[src/hdl/aircraft_light_sequencer_defines.svh]
// Assertion macros for the aircraft light sequencer.
// Expects clk and arst_n in the scope of use; no other dependencies.
`ifndef AIRCRAFT_LIGHT_SEQUENCER_DEFINES_SVH
`define AIRCRAFT_LIGHT_SEQUENCER_DEFINES_SVH

// same-cycle implication
`define ALS_ASSERT_NOW(lbl, ante, cons, msg) \
	lbl: assert property (@(posedge clk) disable iff (!arst_n) (ante) |-> (cons)) \
		else $error(msg);

// next-cycle implication
`define ALS_ASSERT_NEXT(lbl, ante, cons, msg) \
	lbl: assert property (@(posedge clk) disable iff (!arst_n) (ante) |=> (cons)) \
		else $error(msg);

`endif

[src/hdl/als_pkg.sv]
// Shared types and constants for the aircraft light sequencer.
// No dependencies.
package als_pkg;

	localparam int IN_W       = 8;
	localparam int OUT_W      = 80;
	localparam int CFG_IDX_W  = 2;
	localparam int CFG_DATA_W = 12;
	localparam int PHASE_W    = 12;

	localparam logic [7:0] LEVEL_FULL = 8'hFF;

	localparam logic [CFG_IDX_W-1:0] REG_TAIL_DIM   = 2'd0;
	localparam logic [CFG_IDX_W-1:0] REG_FLASH_STEP = 2'd1;
	localparam logic [CFG_IDX_W-1:0] REG_CYCLE      = 2'd2;
	localparam logic [CFG_IDX_W-1:0] REG_EMERG_HALF = 2'd3;

	localparam logic [7:0]  TAIL_DIM_RST   = 8'd32;
	localparam logic [7:0]  FLASH_STEP_RST = 8'd40;
	localparam logic [11:0] CYCLE_RST      = 12'd1000;
	localparam logic [10:0] EMERG_HALF_RST = 11'd250;

	// cabin in bit 0
	typedef struct packed {
		logic emergency;
		logic landing;
		logic strobe;
		logic nav;
		logic cabin;
	} sw_t;

	// red in the lowest byte
	typedef struct packed {
		logic [7:0] blue;
		logic [7:0] green;
		logic [7:0] red;
	} rgb_t;

	typedef struct packed {
		logic [5:0] pad;
		logic       cabin_on;
		logic       landing_overlay;
		rgb_t       tail;
		rgb_t       right;
		rgb_t       left;
	} res_t;

endpackage

[src/hdl/aircraft_light_sequencer.sv]
// Aircraft light sequencer top level: tick register, phase logic, result register.
// Depends on als_pkg and aircraft_light_sequencer_defines.svh.
//
// channel  | dir | handshake           | payload
// s_*      | in  | s_tvalid / s_tready | s_tdata: one tick word with the five switches
// m_*      | out | m_tvalid / m_tready | m_tdata: light levels, overlay, cabin lamp
// cfg_*    | in  | cfg_wen             | cfg_index, cfg_wdata
//
// Words pass tick, then result register; one word per cycle while m_tready is high.
// The tick register and the result register form a two-entry pipe, so input is
// taken while a result waits. Phase and last switches update as a word moves
// into the result register. Reset loads register defaults and clears the phase.
`include "aircraft_light_sequencer_defines.svh"

module aircraft_light_sequencer (
	input  logic                            clk,
	input  logic                            arst_n,
	input  logic                            s_tvalid,
	output logic                            s_tready,
	// [0] cabin_switch, [1] nav_switch, [2] strobe_switch, [3] landing_switch,
	// [4] emergency_switch, [7:5] zero
	input  logic [als_pkg::IN_W-1:0]        s_tdata,
	output logic                            m_tvalid,
	input  logic                            m_tready,
	// [7:0] left_red, [15:8] left_green, [23:16] left_blue, [31:24] right_red,
	// [39:32] right_green, [47:40] right_blue, [55:48] tail_red,
	// [63:56] tail_green, [71:64] tail_blue, [72] landing_overlay, [73] cabin_on,
	// [79:74] zero
	output logic [als_pkg::OUT_W-1:0]       m_tdata,
	input  logic                            cfg_wen,
	input  logic [als_pkg::CFG_IDX_W-1:0]   cfg_index,
	input  logic [als_pkg::CFG_DATA_W-1:0]  cfg_wdata
);

	logic [7:0]  tail_dim_q;
	logic [7:0]  step_q;
	logic [11:0] cycle_q;
	logic [10:0] half_q;

	logic         valid_s1;
	als_pkg::sw_t sw_s1;

	logic          m_valid_q;
	als_pkg::res_t res_q;

	logic [als_pkg::PHASE_W-1:0] phase_q;
	als_pkg::sw_t                last_sw_q;

	logic          adv;
	logic          sw_change;
	logic [11:0]   p;
	logic [11:0]   step12, s2, s4, s5;
	logic [11:0]   emerg_period, norm_period, period;
	logic [12:0]   p_inc;
	logic [11:0]   phase_next;
	logic          wing_flash, tail_flash;
	als_pkg::res_t res_d;

	assign adv      = valid_s1 && (!m_valid_q || m_tready);
	assign s_tready = !valid_s1 || adv;
	assign m_tvalid = m_valid_q;
	assign m_tdata  = res_q;

	always_ff @(posedge clk or negedge arst_n) begin
		if (!arst_n) begin
			tail_dim_q <= als_pkg::TAIL_DIM_RST;
			step_q     <= als_pkg::FLASH_STEP_RST;
			cycle_q    <= als_pkg::CYCLE_RST;
			half_q     <= als_pkg::EMERG_HALF_RST;
		end else if (cfg_wen) begin
			case (cfg_index)
				als_pkg::REG_TAIL_DIM:   tail_dim_q <= cfg_wdata[7:0];
				als_pkg::REG_FLASH_STEP: step_q     <= cfg_wdata[7:0];
				als_pkg::REG_CYCLE:      cycle_q    <= cfg_wdata[11:0];
				als_pkg::REG_EMERG_HALF: half_q     <= cfg_wdata[10:0];
				default: ;
			endcase
		end
	end

	always_ff @(posedge clk or negedge arst_n) begin
		if (!arst_n) begin
			valid_s1 <= 1'b0;
		end else if (s_tready) begin
			valid_s1 <= s_tvalid;
		end
	end

	always_ff @(posedge clk) begin
		if (s_tvalid && s_tready) begin
			sw_s1 <= als_pkg::sw_t'(s_tdata[4:0]);
		end
	end

	always_ff @(posedge clk or negedge arst_n) begin
		if (!arst_n) begin
			m_valid_q <= 1'b0;
			phase_q   <= '0;
			last_sw_q <= '0;
		end else begin
			if (adv) begin
				m_valid_q <= 1'b1;
				phase_q   <= phase_next;
				last_sw_q <= sw_s1;
			end else if (m_tready) begin
				m_valid_q <= 1'b0;
			end
		end
	end

	always_ff @(posedge clk) begin
		if (adv) begin
			res_q <= res_d;
		end
	end

	always_comb begin
		sw_change    = sw_s1 != last_sw_q;
		p            = sw_change ? 12'd0 : phase_q;
		step12       = {4'd0, step_q};
		s2           = step12 << 1;
		s4           = step12 << 2;
		s5           = s4 + step12;
		emerg_period = {half_q, 1'b0};
		norm_period  = (cycle_q < s5) ? s5 : cycle_q;
		period       = sw_s1.emergency ? emerg_period : norm_period;
		p_inc        = {1'b0, p} + 13'd1;
		phase_next   = (p_inc >= {1'b0, period}) ? 12'd0 : p_inc[11:0];
		wing_flash   = sw_s1.strobe && ((p < step12) || (p >= s2 && p < s4));
		tail_flash   = sw_s1.strobe && (p >= s4) && (p < s5);

		res_d = '0;
		if (sw_s1.emergency) begin
			if (p < {1'b0, half_q}) begin
				res_d.left.red  = als_pkg::LEVEL_FULL;
				res_d.right.red = als_pkg::LEVEL_FULL;
				res_d.tail.red  = als_pkg::LEVEL_FULL;
				res_d.cabin_on  = 1'b1;
			end
		end else begin
			if (wing_flash) begin
				res_d.left  = '{blue: als_pkg::LEVEL_FULL, green: als_pkg::LEVEL_FULL,
					red: als_pkg::LEVEL_FULL};
				res_d.right = res_d.left;
			end else begin
				if (sw_s1.nav) begin
					res_d.left.red    = als_pkg::LEVEL_FULL;
					res_d.right.green = als_pkg::LEVEL_FULL;
				end
				res_d.landing_overlay = sw_s1.landing;
			end
			if (tail_flash) begin
				res_d.tail = '{blue: als_pkg::LEVEL_FULL, green: als_pkg::LEVEL_FULL,
					red: als_pkg::LEVEL_FULL};
			end else if (sw_s1.nav) begin
				res_d.tail = '{blue: tail_dim_q, green: tail_dim_q, red: tail_dim_q};
			end
			res_d.cabin_on = sw_s1.cabin;
		end
	end

	`ALS_ASSERT_NEXT(a_restart, adv && sw_change, phase_q <= 12'd1,
		"phase did not restart on switch change")
	`ALS_ASSERT_NEXT(a_hold_phase, !adv, $stable(phase_q) && $stable(last_sw_q),
		"phase moved without a word")
	`ALS_ASSERT_NEXT(a_keep_s1, valid_s1 && m_valid_q && !m_tready, valid_s1,
		"stalled word lost from tick register")
	`ALS_ASSERT_NEXT(a_emerg_on, adv && sw_s1.emergency && p < {1'b0, half_q},
		res_q.cabin_on && res_q.tail.red == als_pkg::LEVEL_FULL,
		"emergency on-phase not red")
	`ALS_ASSERT_NOW(a_overlay, m_valid_q && res_q.landing_overlay,
		res_q.left.green == 8'd0 && res_q.left.blue == 8'd0,
		"landing overlay over white wing")

endmodule
[config.mk]
export PLATFORM = sky130hd
export DESIGN_NAME = aircraft_light_sequencer
export DESIGN_NICKNAME = d
export VERILOG_FILES = /design/src/hdl/als_pkg.sv /design/src/hdl/aircraft_light_sequencer.sv
export VERILOG_INCLUDE_DIRS = /design/src /design/src/hdl
export SDC_FILE = /design/constraint.sdc
export NUM_CORES = 1
export LEC_CHECK = 0
export BUFFER_PORTS_ARGS = -buffer_cell sky130_fd_sc_hd__buf_2
export CAP_MARGIN = 20
export CORE_MARGIN = 4
export CORE_UTILIZATION = 57
export DETAILED_ROUTE_END_ITERATION = 8
export PLACE_DENSITY = 0.91
export SYNTH_ARGS = -nofsm -noshare
export SYNTH_HDL_FRONTEND = slang
export SYNTH_SLANG_ARGS = --single-unit
[constraint.sdc]
create_clock -name clk -period 6.9 [get_ports clk]
set_input_delay 1.035 -clock clk [delete_from_list [all_inputs] [get_ports clk]]
set_output_delay 1.035 -clock clk [all_outputs]
set_load 0.01 [all_outputs]
=== After elaboration in Yosys (flattened, before gate mapping) ===
Index checks and enable logic that the tools add are counted.

* Eq/ne operators: 4
* $lt $le $gt $ge: 8
* Multiplexer cells: 18
* Add/sub/neg operators: 2
* Reduce and logical (&&, ||, !) cells: 18

{| class="wikitable"
|+ Operators by type and width
! operator !! count
|-
| two-way mux 24 bit || 3
|-
| two-way mux 8 bit || 7
|-
| two-way mux 12 bit || 4
|-
| less-than comparator 12 x 11 -> 1 bit || 3
|-
| adder 12 x 1 -> 13 bit, second input constant || 1
|-
| >= comparator 13 x 12 -> 1 bit || 1
|-
| >= comparator 12 x 10 -> 1 bit || 1
|-
| >= comparator 12 x 9 -> 1 bit || 1
|-
| less-than comparator 12 x 10 -> 1 bit || 1
|-
| less-than comparator 12 x 8 -> 1 bit || 1
|-
| adder 10 x 8 -> 11 bit || 1
|-
| AND reduction 2 bit || 4
|-
| logical AND 1 bit || 6
|-
| inequality test 5 bit || 1
|-
| == test 2 bit, second input constant || 2
|-
| two-way mux 1 bit || 4
|-
| logical OR 1 bit || 3
|-
| == test 2 x 1 -> 1 bit, second input constant || 1
|-
| logical NOT 1 bit || 2
|-
| logical NOT 2 bit || 1
|-
| nonzero test 2 bit || 1
|-
| OR reduction 2 bit || 1
|}

* Output and inout bits: 82
* Register bits after elaboration: 137
* Word-level logic and storage cells: 78

=== Logic depth before layout (Yosys ltp) ===
Gate-level depths: netlist (run 1).

* Depth after elaboration: 8
* Gate-level depth with buffers: 26
* Mapped depth without buffers: 25

=== Least setup slack after synthesis (run 1) ===
Ideal clock, no wire load.

* Path type: reg-to-reg
* Start: register step_q[3]
* End: register phase_q[0] (netlist bit)
* Buffers on the path: 1
* Clock period less this slack: 4.822 ns
* Data arrival time: 4.755 ns
* Cell stages (with the launch flop): 27
* Slack: 2.078 ns
* Cells stage by stage: dfstp_2 ha_1 a21oi_2 inv_1 a21oi_1 xor2_1 ha_1 a21oi_1 nand2_1 a41oi_1 nand2_1 a221oi_1 o41a_1 o21ai_2 buf_2 mux2i_1 nor2_1 ha_1 nand2b_1 a21o_1 a21o_1 a21oi_1 nor2b_1 o21ai_0 a21oi_1 a21oi_1 a22o_1

* Longest elaborated chain between the ends: 6

{| class="wikitable"
|+ RTL lines
! element !! RTL line !! text
|-
| from (decl) || aircraft_light_sequencer.sv:36 || <nowiki>logic [7:0] step_q;</nowiki>
|-
| from (signal assigned) || aircraft_light_sequencer.sv:67 || <nowiki>step_q <= als_pkg::FLASH_STEP_RST;</nowiki>
|-
| from (signal assigned) || aircraft_light_sequencer.sv:73 || <nowiki>als_pkg::REG_FLASH_STEP: step_q <= cfg_wdata[7:0];</nowiki>
|-
| adder 10 x 8 -> 11 bit * || aircraft_light_sequencer.sv:123 || <nowiki>s5 = s4 + step12;</nowiki>
|-
| less-than comparator 12 x 11 -> 1 bit || aircraft_light_sequencer.sv:125 || <nowiki>norm_period = (cycle_q < s5) ? s5 : cycle_q;</nowiki>
|-
| two-way mux 12 bit * || aircraft_light_sequencer.sv:125 ||
|-
| two-way mux 12 bit * || aircraft_light_sequencer.sv:126 || <nowiki>period = sw_s1.emergency ? emerg_period : norm_period;</nowiki>
|-
| >= comparator 13 x 12 -> 1 bit * || aircraft_light_sequencer.sv:128 || <nowiki>phase_next = (p_inc >= {1'b0, period}) ? 12'd0 : p_inc[11:0];</nowiki>
|-
| two-way mux 12 bit * || aircraft_light_sequencer.sv:128 ||
|-
| to (signal assigned) || aircraft_light_sequencer.sv:103 || <nowiki>phase_q <= phase_next;</nowiki>
|-
| to (decl) || aircraft_light_sequencer.sv:46 || <nowiki>logic [als_pkg::PHASE_W-1:0] phase_q;</nowiki>
|}

Mark *: on every way between the ends. The rest lies on a longest branch, timed or not.
A chain may end at the register's enable or synchronous reset.

=== Final worst setup path (run 1) ===
* Start: register step_q[3]
* End: register phase_q[3] (netlist bit)

The elaborated chain is that of the path after synthesis.

==> results.ini, run 1 <==
[global_route]
gr-total-overflow=0
antenna_found_initial=0
grt_max_degree=59
grt_pass1_wl_um=23700
grt_pass1_vias=4740
gr-usage-all-layers=0.237

[timing]
max_freq_ghz=0.168
min_period_over_period=0.861
fin_skew_ns=0.00972
tightest_slew_ns=0.857
fin_ws_ns=0.958
rsz0062_at_grt=no
hold_violations=0
fin_crit_ns=5.94
final.setup.tns_ns=0
setup_viol=0
relSlewSlack=0.428
slew_violations=0

[yosys]
syn_area_per_cell_sq_um=10.2
synth_xor_xnor_area_share=0.0330
synthCells=594
synthSimpleGateAreaFrac=0.126
netlist_area_sq_um=6060
synth_fa_ha_area_frac=0.133
synth_area_leaders=dfrtp_1, edfxtp_1, ha_1
synth_top_area_frac=0.178
yosysSeqAreaShare=0.376
synth_cell_types=71
synthFlopType=dfrtp_1
synth_compound_area_frac=0.138
ys.warnings.count=0
ys_ff_latch=85
yosys.area.top_type=dfrtp_1
synthMuxAreaShare=0.0849
synth_edf_count=27
synthArstFlopShare=0.682
synth_top_family_by_area=compound AO/OA/AOI/OAI gates

[floorplan]
die-height_um=111
coreArea_sq_um=10300
ioPinCount=109
num_rows=37
die_x_um=111
start_util=0.587
dieArea_sq_um=12300

[worst_setup_path]
reg2reg_depth=25
end_kind=flip-flop
critPathSlowestCell=dfstp_2
worstPathMaxFanout=13
crit_start=step_q[3]
rr_endpoint=phase_q[3]
cp.required_ns=7.21
crit_type=flip-flop to flip-flop
critPathLaunchType=flip-flop
reg2reg_slack_ns=0.96
cp_slowest_stage_delay_ns=0.61
timing.rr.start=step_q[3]
cp.arrival_ns=6.25
critPathMostFrequentCell=a21oi_1

[drt]
antenna_left=0
drc_errors=0
dr.pass1.iters=5
routed_via_density=6.03
drtIter0Drc=508
wl_per_cell_um=19.1
vias=4696
wirelength_um=14900

[power_and_ir_drop]
switchingPower_mw=0.636
p_leak_nw=3.08
p_comb_frac=0.371
power.density_nw_per_um2=258
p_clk_frac=0.228
intPower_mw=1.03
vdd_ir_drop_max_mv=0.200
seq_power_share=0.401
switching_share=0.382
p_total_mw=1.66

[clock_network]
clock_sinks=85
cts_resized=0
cts_hold_buf=0
clock_latency_ns=0.38
cts_tree=done
clock_path_buffers=2
root_buffer=clkbuf_8
post_cts_buffers=0
htree_num_levels=3
clk_pin_slew_ns=0.09
cts_buffers=9

[run]
drv_cap=0

[hold_path]
whs_endpoint=m_tvalid
hold_path.class=flip-flop to flip-flop
hold_depth=1
min-delay-start=valid_s1

[finish]
stdcell_count=779
syn2layout_area_growth_pct=6.44
layout.nets=729
drive_gt1_frac=0.303
antenna_cells=0
fin_area_sq_um=6450

[placed_design]
dpl_cell_area_sq_um=6230
hpwl_um=11100
post-place-ws_ns=1.19
io_buffers=99
globalplace.congestion=0.962
dp.cells=761

[outcome]
status=complete, no violations

-- metrics by stage --
step	hold slack, ns	util
after floorplan	0.457	-
after global placement	0.472	0.604
after detailed placement	0.494	0.604
after CTS	0.513	0.623
after global routing	0.548	0.625
final	0.508	0.625
-- registers in the layout, summed over array words and instances (netlist names), 5 cells and up --
register and flops:
m_tdata 22, step_q 8, phase_q 12, tail_dim_q 8
half_q 11, sw_s1 5, cycle_q 12, last_sw_q 5
-- layout by cell type (no fill, tap or decap), drive strengths merged, types with 7 or more instances in the layout --
master  count
buf       102
ha         63
nand2      52
dfrtp      43
mux2       43
inv        37
edfxtp     27
a21oi      25
o21ai      24
nand3      23
nor2       22
a22o       17
dfstp      15
xnor2      13
nor2b      11
clkbuf     10
and2        9
xor2        9
a21o        8
nor3        7
-- synthesized netlist by cell type, types with 2 or more instances --
cell	instances
a22o_1	17
or4_1	2
o21ai_0	22
a211oi_1	2
o41ai_1	2
xnor2_1	13
buf_4	58
nand2b_1	5
a21oi_1	23
nor2_2	2
a21oi_2	2
nand4_1	3
nand2_1	47
a311oi_1	2
nor4_1	3
nand3_1	23
a221oi_1	4
a211o_1	2
a31oi_1	6
ha_1	63
o31a_1	2
o21a_1	6
xor2_1	8
nor2b_1	10
dfrtp_1	43
o21ai_2	2
nand2_2	5
a21o_1	8
clkbuf_1	10
and2_1	9
o31ai_1	2
mux2_2	42
mux2i_1	3
nor2_1	19
dfstp_2	15
buf_1	3
inv_1	34
and3_1	3
nand3b_1	4
a41oi_1	3
edfxtp_1	27
nor3_1	6
-- layer usage --
metal | wire length (um) | global-route usage
met2 | 7630 | 0.409
met5 | 0 | 0
met4 | 557 | 0.105
met3 | 1110 | 0.0502
met1 | 5610 | 0.285
-- cell families (layout without fill, tap and decap cells) --
| logic type | count (synthesis) | count (layout) |
|---|---|---|
| mux | 46 | 46 |
| xor+xnor | 22 | 22 |
| flops | 85 | 85 |
| fa+ha+maj | 64 | 64 |
| buf+inv | 109 | 153 |
| other cells | 1 | 6 |
| simple gates | 149 | 149 |
| compound gates | 118 | 118 |
-- how the worst max path moves through the flow --
stage                       endpoint  slack [ns]  cells after the start
after floorplan           phase_q[0]        2.08                     26
after global placement    phase_q[0]        1.43                     25
after detailed placement  phase_q[3]        1.19                     25
after CTS                 phase_q[3]        1.11                     25
after global routing      phase_q[0]        0.65                     25
final                     phase_q[3]        0.96                     25
-- worst max-delay path: cells and delay by family, from the launching register on --
| kind | cells | cell delay [ns] |
|---|---|---|
| XOR/XNOR | 1 | 0.26 |
| AO/OA/AOI/OAI | 14 | 3.38 |
| buffers and inverters | 1 | 0.06 |
| flip-flops | 1 | 0.61 |
| AND/OR/NAND/NOR | 5 | 0.46 |
| adder cells (fa/ha/maj) | 3 | 0.87 |
| multiplexers | 1 | 0.23 |
-- power groups by stage --
stage / registers (mW) / clock network, mW / logic, mW
final: 0.668 / 0.379 / 0.617
after global routing: 0.676 / 0.400 / 0.676
after CTS: 0.666 / 0.379 / 0.606
after detailed placement: 0.674 / 0 / 0.595
after global placement: 0.668 / 0 / 0.558
after floorplan: 0.659 / 0 / 0.465
-- area by class of cell --
class / instances / area (sq um)
Inverter: 34 / 128
Timing Repair Buffer: 103 / 523
Multi-Input combinational cell: 405 / 3140
Tap cell: 136 / 170
Sequential cell: 85 / 2280
Clock inverter: 7 / 80.1
Fill cell: 782 / 3870
Clock buffer: 9 / 124
(Power assumes the default switching activity.)
==> inputs of run 2 (changes only) <==
CELL_PAD_IN_SITES_DETAIL_PLACEMENT = 0   (was unset)
CELL_PAD_IN_SITES_GLOBAL_PLACEMENT = 1   (was unset)
CORE_UTILIZATION = 44   (was 57)
==> results.ini, run 2 (synthesis results as in run 1) <==
[clock_network]
cts_hold_buf=0
post_cts_buffers=0
cts_resized=0
clock_latency_ns=0.34
root_buffer=clkbuf_16
cts_buffers=9
clock_sinks=85
clk_pin_slew_ns=0.06
htree_num_levels=3
clock_path_buffers=2
cts_tree=done

[global_route]
antenna_found_initial=0
grt_pass1_vias=4546
gr-usage-all-layers=0.181
gr-total-overflow=0
grt_pass1_wl_um=23300
grt_max_degree=59

[finish]
layout.nets=728
nFillCells=1231
multi_input_comb_area_sq_um=3140
antenna_cells=0
utilization=0.498
largest_reg_flops=22
register_area_sq_um=2280
final_cell_mix=buf_2, ha_1, nand2_1
syn2layout_area_growth_pct=9.62
drive_gt1_frac=0.302
layout_commonest_cell=buf_2

[worst_setup_path]
cp.arrival_ns=6.11
cp.required_ns=7.17
critPathMostFrequentCell=a21oi_1
worst-path-stages=25
worstPathMaxFanout=13
reg2reg_depth=25
cp_top_family=compound AO/OA/AOI/OAI gates
critPathSlowestCell=dfstp_2
end_kind=flip-flop
cp_slowest_stage_delay_ns=0.59
crit_type=flip-flop to flip-flop
critPathLaunchType=flip-flop
crit_buf_inv=1

[timing]
rsz0062_at_grt=no
hold_violations=0
fin_skew_ns=0.00868
holdWs_ns=0.501
setup_viol=0
slew_violations=0
final.setup.tns_ns=0
fin_crit_ns=5.84
relSlewSlack=0.308
min_period_over_period=0.846
tightest_slew_ns=1.04
max_freq_ghz=0.171

[power_and_ir_drop]
switchingPower_mw=0.617
intPower_mw=1.21
p_comb_frac=0.326
p_leak_nw=3.14
p_clk_frac=0.310
seq_power_share=0.364
switching_share=0.337
power.density_nw_per_um2=276
vdd_ir_drop_max_mv=0.190
p_total_mw=1.83

[outcome]
status=complete, no violations

[drt]
wirelength_um=14100
wl_per_cell_um=17.2
drc_errors=0
dr.pass1.iters=4
antenna_left=0
vias=4476
drtIter0Drc=220
routed_via_density=5.47

[floorplan]
die_x_um=125
dieArea_sq_um=15700
start_util=0.454
coreArea_sq_um=13300
die-height_um=125
num_rows=42
ioPinCount=109

[placed_design]
globalplace.congestion=0.847
io_buffers=99
hpwl_um=10900

[hold_path]
hold_depth=1
hold_path.class=flip-flop to flip-flop

[run]
drv_cap=0

[run 2: cell types whose count changed in the layout (fill, tap and decap cells not counted)]
cell,previous run,this run
buf_2,99,100
clkinv_4,1,0
bufinv_16,1,3
buf_4,3,2
inv_8,1,2
clkinv_2,1,0
clkbuf_8,9,0
inv_6,2,1
clkbuf_2,1,0
clkbuf_16,0,9
[run 2: final cells by class]
type,count,area share
inverters,34,0.0192
clock inverters,7,0.0194
multi-input cells,405,0.473
well taps,176,0.0332
clock buffers,9,0.0339
repair buffers,102,0.0776
flip-flops and latches,85,0.343
[run 2: routing by layer]
| layer | share of wire | routed length, um | global-route usage |
|---|---|---|---|
| met5 | 0 | 0 | 0 |
| met3 | 0.042 | 596 | 0.0264 |
| met1 | 0.44 | 6200 | 0.238 |
| met4 | 0.011 | 158 | 0.0459 |
| met2 | 0.51 | 7120 | 0.314 |
[run 2: per-stage QoR]
step / cells / area (sq um) / setup slack [ns]
2_1_floorplan: 599 / 6080 / 2.08
3_3_place_gp: 801 / 6280 / 1.26
3_5_place_dp: 801 / 6280 / 1.10
4_1_cts: 817 / 6640 / 1.07
5_1_grt: 818 / 6640 / 0.647
6_report: 818 / 6640 / 1.06
[run 2: final timing paths]
| check | to | slack [ns] | start |
|---|---|---|---|
| max | phase_q[7] | 1.06 | step_q[3] |
| min | m_tvalid | 0.50 | valid_s1 |
| max reg2reg | phase_q[7] | 1.06 | step_q[3] |
| min reg2reg | m_tvalid | 0.50 | valid_s1 |
| max in group asynchronous | tail_dim_q[1] | 5.56 | arst_n |
| min in group asynchronous | cycle_q[11] | 0.85 | arst_n |
[run 2: power by group through the flow]
stage                     sequential (mW)  clock, mW  combinational [mW]
after floorplan                     0.659          0               0.465
after global placement              0.669          0               0.568
after detailed placement            0.675          0               0.591
after CTS                           0.666      0.576               0.598
after global routing                0.677      0.599               0.672
final                               0.667      0.567               0.597
==> inputs of run 3 (changes only) <==
ABC_AREA = 1   (was unset)
CORE_UTILIZATION = 42   (was 44)
clock period = 5.8 ns   (was 6.9 ns; I/O delays follow)
==> results.ini, run 3 <==
[clock_network]
clk_pin_slew_ns=0.07
htree_num_levels=3
root_buffer=clkbuf_16
post_cts_buffers=0
clock_latency_ns=0.35
cts_hold_buf=0
cts_tree=done
clock_sinks=85
cts_buffers=9
cts_resized=0
clock_path_buffers=2

[global_route]
gr-total-overflow=0
met1_usage=0.251
antenna_found_initial=0
grt_use_met3=0.0382
busiest_layer=met2
grt_use_met2=0.272
grt_max_degree=59
grt_pass1_vias=4629
grt_pass1_wl_um=23500
gr-usage-all-layers=0.178

[timing]
final.setup.tns_ns=0
relSlewSlack=0.409
min_period_over_period=0.838
fin_skew_ns=0.0155
holdWs_ns=0.493
fin_ws_ns=0.939
hold_violations=0
max_freq_ghz=0.206
setup_viol=0
fin_crit_ns=4.86
slew_violations=0
rsz0062_at_grt=no
tightest_slew_ns=0.886

[floorplan]
coreArea_sq_um=14600
dieArea_sq_um=17000
die-height_um=131
die_x_um=131
start_util=0.431
num_rows=44
ioPinCount=109

[power_and_ir_drop]
vdd_ir_drop_max_mv=0.267
power.density_nw_per_um2=293
p_leak_nw=3.77

[drt]
antenna_left=0
vias=5158
wirelength_um=15100
dr.pass1.iters=5
routed_via_density=4.97
wl_per_cell_um=14.5
drtIter0Drc=508
drc_errors=0

[yosys]
synthArstFlopShare=0.682
synth_cell_types=45
synthTopCellsByCount=nand2_1, inv_1, ha_1, buf_4, nand3_1
synth_edf_count=27
ys.warnings.count=0
synthFlopType=dfrtp_1
ys_ff_latch=85
yosysMostFrequentCell=nand2_1
synth_top_area_frac=0.171
syn_area_per_cell_sq_um=7.80
netlist_area_sq_um=6310
synth_area_leaders=dfrtp_1, nand2_1, edfxtp_1
yosysSeqAreaShare=0.362
yosys.area.top_type=dfrtp_1
synthCells=809

[finish]
drive_gt1_frac=0.185
fin_area_sq_um=6810
layout_commonest_cell=nand2_1
final_cell_mix=nand2_1, inv_1, buf_2
antenna_cells=0
largest_reg_flops=22
nFillCells=1474
syn2layout_area_growth_pct=7.99
layout.nets=939

[placed_design]
post-place-ws_ns=1.05
io_buffers=99
globalplace.congestion=0.897
dpl_cell_area_sq_um=6530
hpwl_um=11800

[hold_path]
min-delay-start=half_q[10]
hold_path.class=flip-flop to flip-flop
whs_endpoint=half_q[10]
hold_depth=2

[worst_setup_path]
reg2reg_slack_ns=0.94
critPathLaunchType=flip-flop
cp.arrival_ns=5.09
end_kind=flip-flop
cp.required_ns=6.03
rr_endpoint=phase_q[9]
critPathSlowestCell=dfrtp_1
reg2reg_depth=31
critPathMostFrequentCell=nand2_1
timing.rr.start=step_q[0]
cp_slowest_stage_delay_ns=0.53
crit_type=flip-flop to flip-flop
worstPathMaxFanout=13

[run]
drv_cap=0

[outcome]
status=complete, no violations

==> run 3: cell count changes in the layout (fill, tap and decap cells not counted), sizes merged, moves of 6 or more <==
cell,delta
nand4,+28
nor2b,-11
mux2,-42
o21ai,+31
nand2,+172
inv,+80
a21o,-6
and2,-8
nand3,+37
a22o,-17
o21a,-6
nor2,+20
xnor2,-10
==> run 3: report_power, final <==
group | internal (mW) | switching (mW)
registers | 0.725 | 0.0766
logic | 0.228 | 0.410
clock network | 0.302 | 0.255
==> run 3: metrics by stage <==
step            util  total power [mW]  instances
4_1_cts        0.465              2.01       1037
6_report       0.465              2.00       1037
3_3_place_gp   0.446              1.44       1021
5_1_grt        0.465              2.15       1037
3_5_place_dp   0.446              1.45       1021
2_1_floorplan      -              1.31        814
==> run 3: critical path: cells and delay by family (launching register included) <==
family / cells / cell delay, ns
AO/OA/AOI/OAI: 3 / 0.42
adder cells (fa/ha/maj): 4 / 1.13
buffers and inverters: 5 / 0.33
flip-flops: 1 / 0.53
AND/OR/NAND/NOR: 19 / 2.32
==> run 3: cell type report <==
class                           instances  area [sq um]  share of cell area
Multi-Input combinational cell        540          3090               0.453
Sequential cell                        85          2280               0.335
Timing Repair Buffer                  101           510              0.0749
Inverter                              111           417              0.0612
Tap cell                              184           230              0.0338
Clock buffer                            9           225              0.0331
Clock inverter                          7          62.6             0.00918
==> run 3: kinds of logic after synthesis <==
kind of cell / synth area share
XOR/XNOR: 0.0153
adder cells (fa/ha/maj): 0.128
other: 0.000594
AO/OA/AOI/OAI: 0.0775
multiplexers: 0.00178
buffers and inverters: 0.152
AND/OR/NAND/NOR: 0.263
flip-flops: 0.362
==> run 3: metal layers <==
metal / part of all wire / vias up
li1: - / 2659
met1: 0.47 / 2374
met2: 0.46 / 103
met3: 0.046 / 22
met4: 0.023 / 0
met5: 0 / -
==> run 3: worst max path at each step <==
| stage | startpoint | to | slack, ns | cells after the start |
|---|---|---|---|---|
| 2_1_floorplan | step_q[0] | phase_q[10] | 1.84 | 32 |
| 3_3_place_gp | step_q[0] | phase_q[7] | 1.03 | 31 |
| 3_5_place_dp | step_q[0] | phase_q[0] | 1.05 | 31 |
| 4_1_cts | step_q[0] | phase_q[11] | 1.00 | 31 |
| 5_1_grt | step_q[0] | phase_q[11] | 0.38 | 31 |
| 6_report | step_q[0] | phase_q[9] | 0.94 | 31 |
